===== src/sv/bbse_pkg.sv =====
package bbse_pkg;

  // Default depth of the queue between the front and the back.
  localparam int unsigned QueueDepthDef = 4;

  // Reset value of the step register, Q1.15.
  localparam logic [15:0] StepReset = 16'd55;

  // One in Q1.15, on 17 bits so that it can be held.
  localparam logic [16:0] OneQ15 = 17'd32768;

  // Number of control points and the highest valid slot.
  localparam int unsigned NumPoints = 9;
  localparam logic [3:0] MaxSlot = 4'd8;

  // Opcodes of an input word.
  localparam logic OpLoad = 1'b0;
  localparam logic OpEval = 1'b1;

  // Q4.12 constants used by the default patch.
  localparam logic [15:0] PosOne  = 16'h1000;
  localparam logic [15:0] NegOne  = 16'hF000;
  localparam logic [15:0] PosHalf = 16'h0800;
  localparam logic [15:0] Zero16  = 16'h0000;

  // A point: element 0 is x, 1 is y, 2 is z, each Q4.12 two's complement.
  typedef logic [2:0][15:0] point_t;

  // A word as it travels through the queue.
  typedef struct packed {
    logic        op;
    logic [3:0]  idx;
    point_t      pt;
    logic [16:0] u;
    logic [16:0] v;
    logic [16:0] un;
    logic [16:0] vn;
  } item_t;

  // Reset contents of the control point store.
  function automatic point_t default_point(input logic [3:0] idx);
    point_t p;
    case (idx)
      4'd0: p = {NegOne, PosOne, NegOne};
      4'd1: p = {NegOne, Zero16, Zero16};
      4'd2: p = {NegOne, Zero16, PosOne};
      4'd3: p = {Zero16, PosHalf, NegOne};
      4'd4: p = {Zero16, PosOne, Zero16};
      4'd5: p = {Zero16, PosHalf, PosOne};
      4'd6: p = {PosOne, Zero16, NegOne};
      4'd7: p = {PosOne, NegOne, Zero16};
      4'd8: p = {PosOne, Zero16, PosOne};
      default: p = '0;
    endcase
    return p;
  endfunction

endpackage


===== src/sv/bbse_if.sv =====
interface bbse_cfg_if;
  logic        valid;
  logic        ready;
  logic [15:0] step_size;
  modport source (output valid, output step_size, input ready);
  modport sink (input valid, input step_size, output ready);
endinterface

interface bbse_in_if;
  logic               valid;
  logic               ready;
  logic               opcode;
  logic [3:0]         point_index;
  logic signed [15:0] coord_x;
  logic signed [15:0] coord_y;
  logic signed [15:0] coord_z;
  logic [15:0]        u_param;
  logic [15:0]        v_param;
  modport source (output valid, output opcode, output point_index, output coord_x,
                  output coord_y, output coord_z, output u_param, output v_param,
                  input ready);
  modport sink (input valid, input opcode, input point_index, input coord_x,
                input coord_y, input coord_z, input u_param, input v_param,
                output ready);
endinterface



===== src/sv/bbse_front.sv =====
module bbse_front (
  input  logic            clk_i,
  input  logic            rst_ni,
  bbse_cfg_if.sink        cfg_i,
  bbse_in_if.sink         req_i,
  input  logic            full_i,
  output logic            push_o,
  output bbse_pkg::item_t item_o
);
  import bbse_pkg::*;

  logic [15:0] step_q, step_d;
  logic [16:0] u_c, v_c;
  logic [17:0] u_sum, v_sum;
  logic        bad_load;

  function automatic logic [16:0] clamp_one(input logic [17:0] val);
    logic [16:0] res;
    res = (val > {1'b0, OneQ15}) ? OneQ15 : val[16:0];
    return res;
  endfunction

  assign cfg_i.ready = 1'b1;
  assign step_d = cfg_i.valid ? cfg_i.step_size : step_q;

  always_ff @(posedge clk_i or negedge rst_ni) begin
    if (!rst_ni) begin
      step_q <= StepReset;
    end else begin
      step_q <= step_d;
    end
  end

  // Clamp the parameters and form the neighbour parameters.
  always_comb begin
    u_c   = clamp_one({2'b00, req_i.u_param});
    v_c   = clamp_one({2'b00, req_i.v_param});
    u_sum = {1'b0, u_c} + {2'b00, step_q};
    v_sum = {1'b0, v_c} + {2'b00, step_q};
  end

  // Loads to a slot outside the grid are taken and dropped here.
  assign bad_load = (req_i.opcode == OpLoad) && (req_i.point_index > MaxSlot);

  assign req_i.ready = !full_i;
  assign push_o      = req_i.valid && !full_i && !bad_load;

  always_comb begin
    item_o.op  = req_i.opcode;
    item_o.idx = req_i.point_index;
    item_o.pt  = {req_i.coord_z, req_i.coord_y, req_i.coord_x};
    item_o.u   = u_c;
    item_o.v   = v_c;
    item_o.un  = clamp_one(u_sum);
    item_o.vn  = clamp_one(v_sum);
  end

endmodule


===== src/flat_wrapper.sv =====
// flat-port wrapper written by rule: the top's interface ports become plain ports
module bbse_front_flat import bbse_pkg::*;
  (clk_i, rst_ni, full_i, push_o, item_o, cfg_i_valid, cfg_i_step_size, cfg_i_ready, req_i_valid, req_i_opcode, req_i_point_index, req_i_coord_x, req_i_coord_y, req_i_coord_z, req_i_u_param, req_i_v_param, req_i_ready);
  bbse_cfg_if cfg_i_i ();
  bbse_in_if req_i_i ();
  input  logic clk_i;
  input  logic rst_ni;
  input  logic full_i;
  output logic push_o;
  output bbse_pkg::item_t item_o;
  input wire logic [$bits(cfg_i_i.valid)-1:0] cfg_i_valid;
  input wire logic [$bits(cfg_i_i.step_size)-1:0] cfg_i_step_size;
  output wire logic [$bits(cfg_i_i.ready)-1:0] cfg_i_ready;
  input wire logic [$bits(req_i_i.valid)-1:0] req_i_valid;
  input wire logic [$bits(req_i_i.opcode)-1:0] req_i_opcode;
  input wire logic [$bits(req_i_i.point_index)-1:0] req_i_point_index;
  input wire logic [$bits(req_i_i.coord_x)-1:0] req_i_coord_x;
  input wire logic [$bits(req_i_i.coord_y)-1:0] req_i_coord_y;
  input wire logic [$bits(req_i_i.coord_z)-1:0] req_i_coord_z;
  input wire logic [$bits(req_i_i.u_param)-1:0] req_i_u_param;
  input wire logic [$bits(req_i_i.v_param)-1:0] req_i_v_param;
  output wire logic [$bits(req_i_i.ready)-1:0] req_i_ready;
  assign cfg_i_i.valid = cfg_i_valid;
  assign cfg_i_i.step_size = cfg_i_step_size;
  assign cfg_i_ready = cfg_i_i.ready;
  assign req_i_i.valid = req_i_valid;
  assign req_i_i.opcode = req_i_opcode;
  assign req_i_i.point_index = req_i_point_index;
  assign req_i_i.coord_x = req_i_coord_x;
  assign req_i_i.coord_y = req_i_coord_y;
  assign req_i_i.coord_z = req_i_coord_z;
  assign req_i_i.u_param = req_i_u_param;
  assign req_i_i.v_param = req_i_v_param;
  assign req_i_ready = req_i_i.ready;
  bbse_front u_core (.clk_i(clk_i), .rst_ni(rst_ni), .cfg_i(cfg_i_i), .req_i(req_i_i), .full_i(full_i), .push_o(push_o), .item_o(item_o));
endmodule

===== config.mk =====
export PLATFORM = sky130hd
export DESIGN_NAME = bbse_front_flat
export DESIGN_NICKNAME = d
export VERILOG_FILES = /design/src/sv/bbse_pkg.sv /design/src/sv/bbse_if.sv /design/src/sv/bbse_front.sv /design/src/flat_wrapper.sv
export SDC_FILE = /design/constraint.sdc
export NUM_CORES = 1
export LEC_CHECK = 0
export BUFFER_PORTS_ARGS = -buffer_cell sky130_fd_sc_hd__buf_2
export CAP_MARGIN = 20
export CORE_ASPECT_RATIO = 0.8
export CORE_MARGIN = 2
export CORE_UTILIZATION = 42
export DETAILED_ROUTE_END_ITERATION = 12
export PLACE_DENSITY = 0.87
export SYNTH_ARGS = -nofsm -noshare
export SYNTH_HDL_FRONTEND = slang
export SYNTH_SLANG_ARGS = --single-unit

===== constraint.sdc =====
create_clock -name clk_i -period 4.9 [get_ports clk_i]
set_input_delay 0.98 -clock clk_i [delete_from_list [all_inputs] [get_ports clk_i]]
set_output_delay 0.98 -clock clk_i [all_outputs]
set_load 0.02 [all_outputs]

==> qor.txt <==
Area growth syn-to-layout = 53.21%
most common cell after layout, fill and taps aside = buf_2
Syn Area/Cell = 7.987 sq um
period utilization = 106.1%
I/O pin cnt = 230
Clock Pin Slew Worst Setup and Hold Paths = 60 ps
Post-synth top flop = dfrtp_1
top flop regs = u_core.step_q: 16 flops
Arr. time, crit path = 4220 ps
RSZ-0062 raised after global routing = yes
vias in the first global route = 3595
fin cells = 608
largest net degree at the start of global routing = 17
Via Count = 3609
adder-cell share of the synthesized area = 14.29%
max_slew headroom = 60.78%
Slew @ Worst Pin = 580.2 ps
Peak VDD IR = 0.1460 mV
#FFs+latches synth = 16
Critical Path Source Type = input port
compound-gate portion of the synthesized area = 19.28%
initial antenna violation count = 0
GRT overflow = 0
worst setup margin = -298.4 ps
Netlist cell types = 61
cell area after synthesis = 3083 sq um
Hold Fails Final Rpt = 0
site row count = 27
Core ar. = 6993 sq um
Max Cap Viol = 0
Cells after Synth = 386
1st-pass router iterations = 4
Top reg by flops = u_core.step_q
H-tree depth = 1
Iter 0 DRT Violations = 211
Hold Crit Class = flop to flop
worst-path maximum fanout = 5
leading cell types in the layout, fill and taps excluded = buf_2, buf_4, buf_6, ha_1
# DRC = 0
Die Y = 80.63 um
warnings from Yosys = 0
Synth Area in XOR/XNOR = 5.398%
status = complete, but fails checks
Fill cells = 533
DR vias/cell = 5.936
EDFF count, synth = 0
Max Freq = 192.4 MHz
clock latency on the worst-skew pair = 250 ps
die footprint = 8046 sq um
failing checks = setup timing
worst endpoint required time = 3920 ps
clk root buf = clkbuf_8
GP Congestion = 0.9775
# setup viols final = 16
CTS max path bufs = 2
Placed Cells = 590
Power Density = 256.7 nW/um^2
die width = 99.79 um
DR WL/cell = 20.29 um
CTS buffer count = 3
PortBufs = 128
total global-route track usage = 26.57%
clk sinks = 16
total power = 1.212 mW
largest family of logic cells by synthesized area = simple AND/OR/NAND/NOR gates
Routed Antenna Nets = 0
Starting Density = 44.09%
final net count = 662
crit path time final = 5198 ps
Setup Skew = 0 ps
pre-CTS WS = -267.4 ps
max reg flops = 16
CP Capture Type = output pin
CTS tree = done
layout cells sized above 1 = 57.77%
post-synthesis mux area share = 6.940%
n_diodes = 0
Crit Path Category = input port to output pin
Detailed Route WL = 12.34 mm
first-pass GRT wire length = 16.97 mm
async set or reset register ratio after synthesis = 100.0%
Simple-Gate Fraction of Synth Area = 23.70%
Pleak = 2.220 nW
Post-DP HPWL = 8.772 mm
Pins Over Slew Limit = 0
sequential share of the synthesized area = 13.19%
==> synthesized netlist by cell type (all sizes together), types with 3 or more instances <==
cell type / instances / area share [%]
o21a: 6 / 1.5
a21o: 8 / 1.9
nand3: 5 / 0.81
buf: 63 / 15
nand4: 5 / 1.0
a211oi: 5 / 1.2
o211ai: 6 / 1.8
or3: 3 / 0.61
and2: 4 / 0.81
o31ai: 3 / 0.89
nand2: 15 / 1.8
xnor2: 12 / 3.4
xor2: 7 / 2.0
and3: 5 / 1.1
inv: 10 / 1.2
clkbuf: 6 / 0.73
o21ai: 10 / 1.6
nor2: 34 / 4.1
nor2b: 35 / 7.1
mux2i: 3 / 1.1
nor4b: 4 / 1.1
mux2: 16 / 5.8
a31oi: 4 / 1.0
ha: 32 / 13
nor4: 8 / 1.6
or2: 3 / 0.61
nor3: 10 / 1.6
a21oi: 18 / 2.9
dfrtp: 11 / 8.9
dfstp: 5 / 4.3
==> metrics by stage <==
stage               area (sq um)  util (%)  hold WS (ps)  setup TNS [ps]
finish                      4723     67.54         551.7           -1588
global route                4723     67.54         583.2           -4644
CTS                         4248     60.74         553.9          -5.063
detailed placement          3809     54.46         539.9           -4353
global placement            3809     54.46         553.2           -1788
floorplan                   3107         -         511.7          -251.4
==> where the power goes <==
part           switching (mW)  internal (mW)
Sequential             0.0190          0.149
Clock                  0.0459         0.0713
Combinational           0.489          0.438
Total                   0.554          0.659
==> layer usage <==
| layer | GRT usage, % | routed length (um) |
|---|---|---|
| met5 | 0 | 0 |
| met4 | 10.14 | 591 |
| met3 | 5.744 | 1168 |
| met2 | 48.04 | 6111 |
| met1 | 30.72 | 4466 |
==> logic make-up (layout without fill, tap and decap cells) <==
| family | after synthesis | in the layout |
|---|---|---|
| buf+inv | 79 | 211 |
| simple gates | 136 | 136 |
| fa+ha+maj | 34 | 34 |
| xor+xnor | 19 | 19 |
| compound gates | 81 | 81 |
| other cells | 2 | 5 |
| flops | 16 | 16 |
| mux | 19 | 19 |
==> worst max-delay path: stages <==
cell	delay, ps
buf_2	150
nor4_4	320
a41oi_2	240
buf_6	200
nor2b_4	140
ha_4	230
buf_6	130
buf_4	130
nand2_1	140
nor2_1	100
a311oi_2	270
xor2_1	210
nand3_1	120
o31ai_2	310
buf_4	200
and2_1	200
buf_6	140
==> worst paths after layout <==
kind                                   start                 to  slack, ps  depth (start not counted)
setup / recovery            req_i_u_param[4]         item_o[25]       -300                         17
hold / removal             u_core.step_q[13]  u_core.step_q[13]        550                          1
min in group asynchronous             rst_ni   u_core.step_q[3]        630                          1
hold reg to reg            u_core.step_q[13]  u_core.step_q[13]        550                          1
max in group asynchronous             rst_ni   u_core.step_q[4]       3970                          1
setup reg to reg            u_core.step_q[9]   u_core.step_q[9]       4040                          1
==> what timing repair did <==
item,CTS,global route
gates cloned,1,0
endpoints found under the setup margin,32,32
pin swaps,29,35
hold buffers,0,0
buffers inserted,8,6
endpoints found under the hold margin,0,0
gates resized for setup,54,108
==> layout make-up <==
| cell class | instances | area [sq um] | area share [%] |
|---|---|---|---|
| Multi-Input combinational cell | 294 | 2698 | 57.11 |
| Timing Repair Buffer | 197 | 1418 | 30.01 |
| Sequential cell | 16 | 406.6 | 8.609 |
| Tap cell | 87 | 108.9 | 2.305 |
| Clock buffer | 4 | 55.05 | 1.166 |
| Inverter | 10 | 37.54 | 0.7947 |
Note: power is estimated with default switching activity, not from simulation.
