===== src/sv/bbse_pkg.sv =====
package bbse_pkg;

  // Default depth of the queue between the front and the back.
  localparam int unsigned QueueDepthDef = 4;

  // Reset value of the step register, Q1.15.
  localparam logic [15:0] StepReset = 16'd55;

  // One in Q1.15, on 17 bits so that it can be held.
  localparam logic [16:0] OneQ15 = 17'd32768;

  // Number of control points and the highest valid slot.
  localparam int unsigned NumPoints = 9;
  localparam logic [3:0] MaxSlot = 4'd8;

  // Opcodes of an input word.
  localparam logic OpLoad = 1'b0;
  localparam logic OpEval = 1'b1;

  // Q4.12 constants used by the default patch.
  localparam logic [15:0] PosOne  = 16'h1000;
  localparam logic [15:0] NegOne  = 16'hF000;
  localparam logic [15:0] PosHalf = 16'h0800;
  localparam logic [15:0] Zero16  = 16'h0000;

  // A point: element 0 is x, 1 is y, 2 is z, each Q4.12 two's complement.
  typedef logic [2:0][15:0] point_t;

  // A word as it travels through the queue.
  typedef struct packed {
    logic        op;
    logic [3:0]  idx;
    point_t      pt;
    logic [16:0] u;
    logic [16:0] v;
    logic [16:0] un;
    logic [16:0] vn;
  } item_t;

  // Reset contents of the control point store.
  function automatic point_t default_point(input logic [3:0] idx);
    point_t p;
    case (idx)
      4'd0: p = {NegOne, PosOne, NegOne};
      4'd1: p = {NegOne, Zero16, Zero16};
      4'd2: p = {NegOne, Zero16, PosOne};
      4'd3: p = {Zero16, PosHalf, NegOne};
      4'd4: p = {Zero16, PosOne, Zero16};
      4'd5: p = {Zero16, PosHalf, PosOne};
      4'd6: p = {PosOne, Zero16, NegOne};
      4'd7: p = {PosOne, NegOne, Zero16};
      4'd8: p = {PosOne, Zero16, PosOne};
      default: p = '0;
    endcase
    return p;
  endfunction

endpackage


===== src/sv/bbse_fifo.sv =====
module bbse_fifo #(
  parameter int unsigned Depth = bbse_pkg::QueueDepthDef
) (
  input  logic            clk_i,
  input  logic            rst_ni,
  input  logic            push_i,
  input  bbse_pkg::item_t item_i,
  output logic            full_o,
  input  logic            pop_i,
  output logic            empty_o,
  output bbse_pkg::item_t item_o
);
  import bbse_pkg::*;

  localparam int unsigned PtrW = (Depth > 1) ? $clog2(Depth) : 1;
  localparam int unsigned CntW = $clog2(Depth + 1);

  item_t           mem_q [Depth];
  logic [PtrW-1:0] wr_q, rd_q;
  logic [CntW-1:0] cnt_q;

  function automatic logic [PtrW-1:0] next_ptr(input logic [PtrW-1:0] p);
    logic [PtrW-1:0] n;
    n = (p == PtrW'(Depth - 1)) ? '0 : p + 1'b1;
    return n;
  endfunction

  assign full_o  = (cnt_q == CntW'(Depth));
  assign empty_o = (cnt_q == '0);
  assign item_o  = mem_q[rd_q];

  always_ff @(posedge clk_i or negedge rst_ni) begin
    if (!rst_ni) begin
      wr_q  <= '0;
      rd_q  <= '0;
      cnt_q <= '0;
    end else begin
      if (push_i) begin
        wr_q <= next_ptr(wr_q);
      end
      if (pop_i) begin
        rd_q <= next_ptr(rd_q);
      end
      if (push_i && !pop_i) begin
        cnt_q <= cnt_q + 1'b1;
      end else if (pop_i && !push_i) begin
        cnt_q <= cnt_q - 1'b1;
      end
    end
  end

  always_ff @(posedge clk_i) begin
    if (push_i) begin
      mem_q[wr_q] <= item_i;
    end
  end

endmodule


===== config.mk =====
export PLATFORM = sky130hd
export DESIGN_NAME = bbse_fifo
export DESIGN_NICKNAME = d
export VERILOG_FILES = /design/src/sv/bbse_pkg.sv /design/src/sv/bbse_fifo.sv
export SDC_FILE = /design/constraint.sdc
export NUM_CORES = 1
export LEC_CHECK = 0
export ABC_AREA = 1
export CAP_MARGIN = 20
export CORE_MARGIN = 2
export CORE_UTILIZATION = 45
export DETAILED_ROUTE_END_ITERATION = 16
export DONT_BUFFER_PORTS = 1
export PLACE_DENSITY_LB_ADDON = 0.3
export SLEW_MARGIN = 5
export SYNTH_ARGS = -nofsm -noshare
export SYNTH_HDL_FRONTEND = slang
export SYNTH_SLANG_ARGS = --single-unit

===== constraint.sdc =====
create_clock -name clk_i -period 4.8 [get_ports clk_i]
set_input_delay 0.24 -clock clk_i [delete_from_list [all_inputs] [get_ports clk_i]]
set_output_delay 0.24 -clock clk_i [all_outputs]
set_load 0.01 [all_outputs]

==> metrics.txt, run 1 <==
GR met3 Demand/Resource=0.04545; cell area after synthesis=19610 um^2; setup slack of the most critical reg-to-reg path=2.40 ns; actual slew at the worst max-slew pin=0.9657 ns; clock tree from TritonCTS=yes; clock latency on the worst-skew pair=0.59 ns; clock tree skew after final layout=0.02155 ns; average cell area after synthesis=13.40 um^2; number of distinct standard cells referenced by the synthesized netlist=17; number of vias in the routed layout=11060; final routed wirelength across all metal layers=38950 um; count of endpoints failing setup in the final report=0; stage delay of the slowest cell on the critical path=0.74 ns; most common cell after layout, fill and taps aside=sky130_fd_sc_hd__edfxtp_1; number of post-CTS setup repair buffers=0; Die Outline Area=45270 um^2; Worst Path Required=4.56 ns; total power consumption of the routed design=0.01299 W; largest area contributor in the synthesized netlist=sky130_fd_sc_hd__edfxtp_1; max-cap check violation count=0; largest driver fanout on the critical path=63; CP cell instances=inv_4 -> buf_4 -> o211ai_1 -> nand2_1; global routing met2 resource utilization=0.2827; Hold EP=mem_q[0][95]; routed wire length per instance=17.67 um; Final period util=0.6687; GR met1 Demand/Resource=0.2206; nets in the synthesized netlist=1596; vias in the first global route=11020; Chip Height=212.8 um; signed area change from the synthesized netlist to the final layout=16.71%; Area after DPL=19960 um^2; area of the core=43080 um^2; worst voltage drop across the vdd grid=0.4367 mV; layout cells sized above 1=0.05635; DR iter-0 viols=836; maximum clock path buffer count=3; maximum operating frequency=0.3115 GHz; Filler Cell Count=3527; power density over the cells=567.4 nW/um^2; first-pass GRT wire length=59860 um; TritonCTS Sinks=491; total negative slack=0 ns; total grt overflow=0; post-layout minimum cycle time=3.210 ns; worst slack, placed=2.201 ns; outcome=complete, no violations; sequential-to-total area share from yosys stat=0.7499; cell count of the worst hold path=2; Yosys reg bits=491; H-tree levels=2; final number of max-transition violations=0; crit path launch type=register; endpoint of the worst register-to-register path=rd_q[1]; Crit Path Category=register to primary output; Avg Vias per Cell=5.016; number of nets in the final layout=1704; Die Span X=212.8 um; I/O pin count=248; HPWL Detailed=22190 um; commonest non-fill, non-tap cells in the layout=sky130_fd_sc_hd__edfxtp_1 (484), sky130_fd_sc_hd__nand2_1 (378), sky130_fd_sc_hd__inv_1 (249); cell with the largest stage delay on the worst path=sky130_fd_sc_hd__dfrtp_4; flip-flop cell with the highest count after synthesis=sky130_fd_sc_hd__edfxtp_1; headroom to the max-slew limit=0.3562; cts bufs inserted=51; R2R cell count=4; number of enable-type register cells in the synthesized netlist=484; Total Routing Usage GR=0.1724; ranking of synthesized cells by area=sky130_fd_sc_hd__edfxtp_1 (74%), sky130_fd_sc_hd__o211ai_1 (9.3%), sky130_fd_sc_hd__nand2_1 (7.2%); worst hold path class=primary input to register; root buffer selected by CTS=sky130_fd_sc_hd__clkbuf_16; Leakage Power=8.739 nW; Detailed Routing Iterations Pass 1=5; launch point of the critical path=rd_q[1]; initial standard-cell utilization of the core=0.4553; Syn. warnings=0; RSZ-0062 raised after global routing=false; clock-pin transition on the worst setup and hold timing paths=0.06 ns; peak-usage layer in the global routing report=met2; PortBufs=0; launch instance of the worst register-to-register path=rd_q[1]; maximum number of pins on one net before global-route repair=186; beginning of the worst hold path=push_i; initial antenna violation count=5; post-route DRC violation count=0; category of the worst setup path capture point=primary output; critical path arrival=2.97 ns; Final Cell Area=22890 um^2; smallest hold slack=0.2389 ns; Site Rows=76; remaining antenna violation count=0; post-layout worst setup margin=1.590 ns; share of synthesized flip-flops with an asynchronous set or reset=0.01426; portion of synthesized cell area occupied by the leading cell type=0.7410; Hold Vio Cnt, Final=0; Post-Synthesis Cells=1464; Final Wtd Congestion=0.8067
-- report_power, final --
group / internal [W] / switching (W) / leakage, nW
sequential: 0.00550 / 0.000253 / 4.53
clock: 0.00231 / 0.00158 / 0.819
combinational: 0.000859 / 0.00249 / 3.39
-- per-stage QoR --
stage | instances | util
6_report | 2204 | 0.5314
3_3_place_gp | 1979 | 0.4634
3_5_place_dp | 1979 | 0.4634
5_1_grt | 2204 | 0.5314
4_1_cts | 2200 | 0.5312
2_1_floorplan | 1464 | -
-- cells in the mapped netlist, types with 3 or more instances --
| master | count |
|---|---|
| sky130_fd_sc_hd__buf_2 | 51 |
| sky130_fd_sc_hd__inv_1 | 253 |
| sky130_fd_sc_hd__buf_6 | 26 |
| sky130_fd_sc_hd__nand2_1 | 378 |
| sky130_fd_sc_hd__ha_1 | 6 |
| sky130_fd_sc_hd__edfxtp_1 | 484 |
| sky130_fd_sc_hd__o211ai_1 | 242 |
| sky130_fd_sc_hd__dfrtp_1 | 7 |
| sky130_fd_sc_hd__clkbuf_1 | 3 |
| sky130_fd_sc_hd__o21ai_0 | 4 |
-- worst max path at each step --
stage                   to
2_1_floorplan  mem_q[2][0]
3_5_place_dp    item_o[99]
3_3_place_gp   item_o[103]
4_1_cts        item_o[106]
5_1_grt        item_o[106]
6_report        item_o[93]
-- critical path, delay by kind of cell, from the launching register on --
| family | cells | cell delay [ns] |
|---|---|---|
| AOI/OAI and AO/OA | 1 | 0.21 |
| buffers and inverters | 2 | 1.14 |
| DFF | 1 | 0.74 |
| and+or+nand+nor | 1 | 0.17 |
-- flip-flops by register name, summed over array words and instances (netlist names) --
| register | cells |
|---|---|
| mem_q | 484 |
| cnt_q | 3 |
| rd_q | 2 |
| wr_q | 2 |
-- logic make-up (layout without fill, tap and decap cells) --
kind of cell / Yosys count / after routing / share of synthesized area
fa+ha+maj: 7 / 7 / 0.004848
other cells: 0 / 4 / 0
simple gates: 384 / 384 / 0.07381
xor+xnor: 1 / 1 / 0.0004466
compound gates: 246 / 246 / 0.09365
flops: 491 / 491 / 0.7499
buf+inv: 335 / 486 / 0.07732
-- routing by layer --
metal,vias up,wire length [um],share of wire
li1,5355,-,-
met1,5302,16670,0.43
met2,316,18410,0.47
met3,81,2834,0.073
met4,2,1027,0.026
met5,-,13,0.00033
-- final cells by class --
| cell class | count | area [um^2] | share of cell area |
|---|---|---|---|
| multi-input combinational | 638 | 3388 | 0.1480 |
| inverter | 255 | 977.2 | 0.04269 |
| timing repair buffer | 135 | 1401 | 0.06122 |
| clock inverter | 33 | 326.6 | 0.01427 |
| tap | 585 | 732.0 | 0.03198 |
| clock buffer | 63 | 1343 | 0.05865 |
| antenna | 4 | 10.01 | 0.0004373 |
| sequential | 491 | 14710 | 0.6427 |
-- repair_timing --
| item | CTS | global route |
|---|---|---|
| resized for setup | 0 | 0 |
| hold buffers | 125 | 0 |
| endpoints found under the setup margin | 0 | 0 |
| hold endpoints to repair | 498 | 0 |
No activity file was read; power rests on OpenSTA's default activity.
==> run 2: changes to the inputs <==
ABC_AREA = 0   (was 1)
clock period = 3.2 ns   (was 4.8 ns; I/O delays follow)
==> run 2 against run 1 <==
Clock power is 42% higher. Synthesized cell count is 54% lower. Register-to-register slack worse by 1.2 ns. Utilization is 2.0 points higher. Sequential power is 52% higher. First-iteration DRC count is 47% lower. Clock skew is 0.0033 ns lower. Non-clock buffer count is 10 higher. Worst hold slack worse by 0.15 ns. Flip-flop and latch count stayed put. Critical endpoint is now item_o[61]. Largest power group unchanged. Highest routed layer unchanged.
==> metrics.txt, run 2 <==
outcome=complete, no violations; DR iter-0 viols=447 (-47%); total of cells resized after clock tree synthesis=0 (unchanged); most flop-heavy register=mem_q; cell-internal power=0.01350 W (+56%); number of vias in the routed layout=7526 (-32%); ranking of synthesized cells by instance count=sky130_fd_sc_hd__edfxtp_1 (484), sky130_fd_sc_hd__mux4_2 (121), sky130_fd_sc_hd__buf_2 (14); total grt overflow=0 (unchanged); smallest hold slack=0.08939 ns (-0.1495 ns); initial standard-cell utilization of the core=0.4590 (+0.003714); I/O pin count=248 (unchanged); switching pwr=0.005285 W (+22%); Switching Fraction=0.2814 (-0.05146); setup slack of the most critical reg-to-reg path=1.19 ns (-1.21 ns); clock tree skew after final layout=0.01826 ns (-0.003288 ns); vias in the first global route=8355 (-24%); Crit Path Category=register to primary output; actual slew at the worst max-slew pin=0.7907 ns (-0.1751 ns); count of endpoints failing setup in the final report=0 (unchanged); Leakage Power=6.838 nW (-22%); total power consumption of the routed design=0.01878 W (+45%); Final Util=0.5514 (+0.02001); TritonCTS Sinks=491 (unchanged); Yosys reg bits=491 (unchanged); PortBufs=0 (unchanged); sequential-to-total area share from yosys stat=0.8234 (+0.07343); H-tree levels=2 (unchanged); Comb pwr share=0.241 (-0.017); commonest non-fill, non-tap cells in the layout=sky130_fd_sc_hd__edfxtp_1 (484), sky130_fd_sc_hd__dlygate4sd3_1 (125), sky130_fd_sc_hd__mux4_2 (121); number of flip-flops under the largest register name=484 (unchanged); number of distinct standard cells referenced by the synthesized netlist=19 (+2); Buffers & Inverters on Critical Path=1 (-1); worst hold path class=primary input to register; R2R cell count=4 (unchanged); capture point of the worst path=item_o[61]; routed wire length per instance=24.10 um (+36%); launch point of the critical path=rd_q[0]; portion of synthesized cell area occupied by the leading cell type=0.8136 (+0.07255); layout cells sized above 1=0.2520 (+0.1956); area of the multi-input gates=2957 um^2 (-13%); maximum clock path buffer count=3 (unchanged); cell area after synthesis=17860 um^2 (-8.9%); endpoint of the worst register-to-register path=mem_q[2][103]; Filler Cell Count=2859 (-19%); Avg Vias per Cell=5.391 (+7.5%); share of synthesized flip-flops with an asynchronous set or reset=0.01426 (unchanged); largest driver fanout on the critical path=36 (-43%); clock latency on the worst-skew pair=0.58 ns (about the same); RSZ-0062 raised after global routing=false; area used by sequential logic in the layout=14720 um^2 (about the same); sequential fraction of design power=0.465 (+0.022); most common cell after layout, fill and taps aside=sky130_fd_sc_hd__edfxtp_1; initial antenna violation count=2 (-3); proportion of power drawn by the clock network=0.294 (-0.006); ranking of synthesized cells by area=sky130_fd_sc_hd__edfxtp_1 (81%), sky130_fd_sc_hd__mux4_2 (15%), sky130_fd_sc_hd__dfrtp_1 (0.98%); power density over the cells=875.2 nW/um^2 (+54%); Die Outline Area=41310 um^2 (-8.8%); top flop regs=mem_q: 484 flops, cnt_q: 3 flops; CP cell instances=buf_4 -> mux4_2; maximum operating frequency=0.3792 GHz; largest area contributor in the synthesized netlist=sky130_fd_sc_hd__edfxtp_1; number of post-CTS setup repair buffers=0 (unchanged); first-pass GRT wire length=51050 um (-15%); Total Routing Usage GR=0.1668 (-0.005631); beginning of the worst hold path=push_i; cts bufs inserted=50 (-2.0%); largest delay contributor family on the critical path=flip-flops; Chip Height=203.2 um (-4.5%); Site Rows=72 (-5.3%); clock tree from TritonCTS=yes; final number of max-transition violations=0 (unchanged); worst voltage drop across the vdd grid=0.4915 mV (+13%); Die Span X=203.2 um (-4.5%); root buffer selected by CTS=sky130_fd_sc_hd__clkbuf_16; HPWL Detailed=20440 um (-7.8%); crit path launch type=register; max-cap check violation count=0 (unchanged); signed area change from the synthesized netlist to the final layout=20.12%; number of nets in the final layout=971 (-43%); Hold Vio Cnt, Final=0 (unchanged); Worst Path Required=3.04 ns (-1.52 ns); Final Wtd Congestion=0.7442 (-7.7%); critical path arrival=2.48 ns (-0.49 ns); maximum number of pins on one net before global-route repair=53 (-72%); Crit path depth=2 (-2); post-layout minimum cycle time=2.637 ns; average cell area after synthesis=26.66 um^2 (+99%); stage delay of the slowest cell on the critical path=0.92 ns (+0.18 ns); headroom to the max-slew limit=0.4729 (+0.1167); Post-Synthesis Cells=670 (-54%); total negative slack=0 ns (unchanged); Placed Cells=1180 (-40%); Syn. warnings=0 (unchanged); Final period util=0.8241; area of the core=38920 um^2 (-9.7%); clock-pin transition on the worst setup and hold timing paths=0.06 ns (about the same); nets in the synthesized netlist=802 (-50%); final standard cell count with taps included and fillers excluded=1396 (-37%); launch instance of the worst register-to-register path=wr_q[0]; Detailed Routing Iterations Pass 1=4 (-1); flip-flop cell with the highest count after synthesis=sky130_fd_sc_hd__edfxtp_1; final routed wirelength across all metal layers=33650 um (-14%); post-route DRC violation count=0 (unchanged); most frequent cell after synthesis=sky130_fd_sc_hd__edfxtp_1; category of the worst setup path capture point=primary output; number of enable-type register cells in the synthesized netlist=484 (unchanged); remaining antenna violation count=0 (unchanged); cell with the largest stage delay on the worst path=sky130_fd_sc_hd__dfrtp_4
-- run 2: cell count changes in the layout (fill, tap and decap cells not counted), sizes merged, moves of 4 or more --
cell	previous run	this run
and2	0	4
buf	10	20
clkinv	25	17
inv	256	6
mux4	0	121
nand2	378	2
o211ai	242	0
-- run 2: final cells by class --
type                       instances  area share
clock buffer                      63     0.06157
timing repair buffer             145     0.07230
multi-input combinational        147      0.1378
tap                              518     0.03020
antenna                            1   0.0001166
clock inverter                    27     0.01154
inverter                           4   0.0006997
sequential                       491      0.6858
-- run 2: timing repair --
action / in CTS / in global routing
hold endpoints to repair: 498 / 0
endpoints found under the setup margin: 0 / 0
hold buffers: 125 / 0
-- run 2: worst reg2reg max path: stages, from the launching register on --
cell and delay [ns]:
sky130_fd_sc_hd__dfrtp_1 0.42, sky130_fd_sc_hd__inv_1 0.12, sky130_fd_sc_hd__ha_1 0.16, sky130_fd_sc_hd__and2_4 0.50
sky130_fd_sc_hd__buf_12 0.40
-- run 2: power by group through the flow --
stage / Combinational, W / Clock (W) / Sequential, W
after floorplan: 0.00357 / 0 / 0.00857
after CTS: 0.00466 / 0.00567 / 0.00877
final: 0.00453 / 0.00551 / 0.00873
after global routing: 0.00485 / 0.00591 / 0.00885
after global placement: 0.00440 / 0 / 0.00883
after detailed placement: 0.00445 / 0 / 0.00891
-- run 2: how the worst min path moves through the flow --
stage | endpoint | slack (ns) | cells past startpoint
floorplan | cnt_q[0] | -0.14 | 0
finish | mem_q[2][95] | 0.09 | 1
global route | mem_q[2][95] | 0.1 | 1
CTS | mem_q[2][95] | 0.06 | 1
global placement | wr_q[1] | -0.14 | 0
detailed placement | rd_q[1] | -0.13 | 0
-- run 2: cells by family (layout without fill, tap and decap cells) --
family | after synthesis | count (layout) | synth area share
and+or+nand+nor | 11 | 11 | 0.003151
AOI/OAI and AO/OA | 2 | 2 | 0.0005603
adders and majority gates | 7 | 7 | 0.005323
xor gates and xnor gates | 3 | 3 | 0.001471
buffers and inverters | 32 | 239 | 0.01170
DFF | 491 | 491 | 0.8234
other | 0 | 1 | 0
muxes | 124 | 124 | 0.1544
-- run 2: per-stage QoR --
step	cell area [um^2]	worst slack, ns
5_1_grt	21460	0.3824
4_1_cts	21460	0.4247
2_1_floorplan	17870	0.6462
3_3_place_gp	18640	1.104
3_5_place_dp	18640	1.072
6_report	21460	0.5628
-- run 2: per-layer routing --
layer	track usage	up-vias	routed length (um)
met3	0.05880	37	3104
met5	0	-	13
met1	0.2101	3965	13110
met4	0.05579	2	517
li1	-	3247	-
met2	0.2716	275	16900
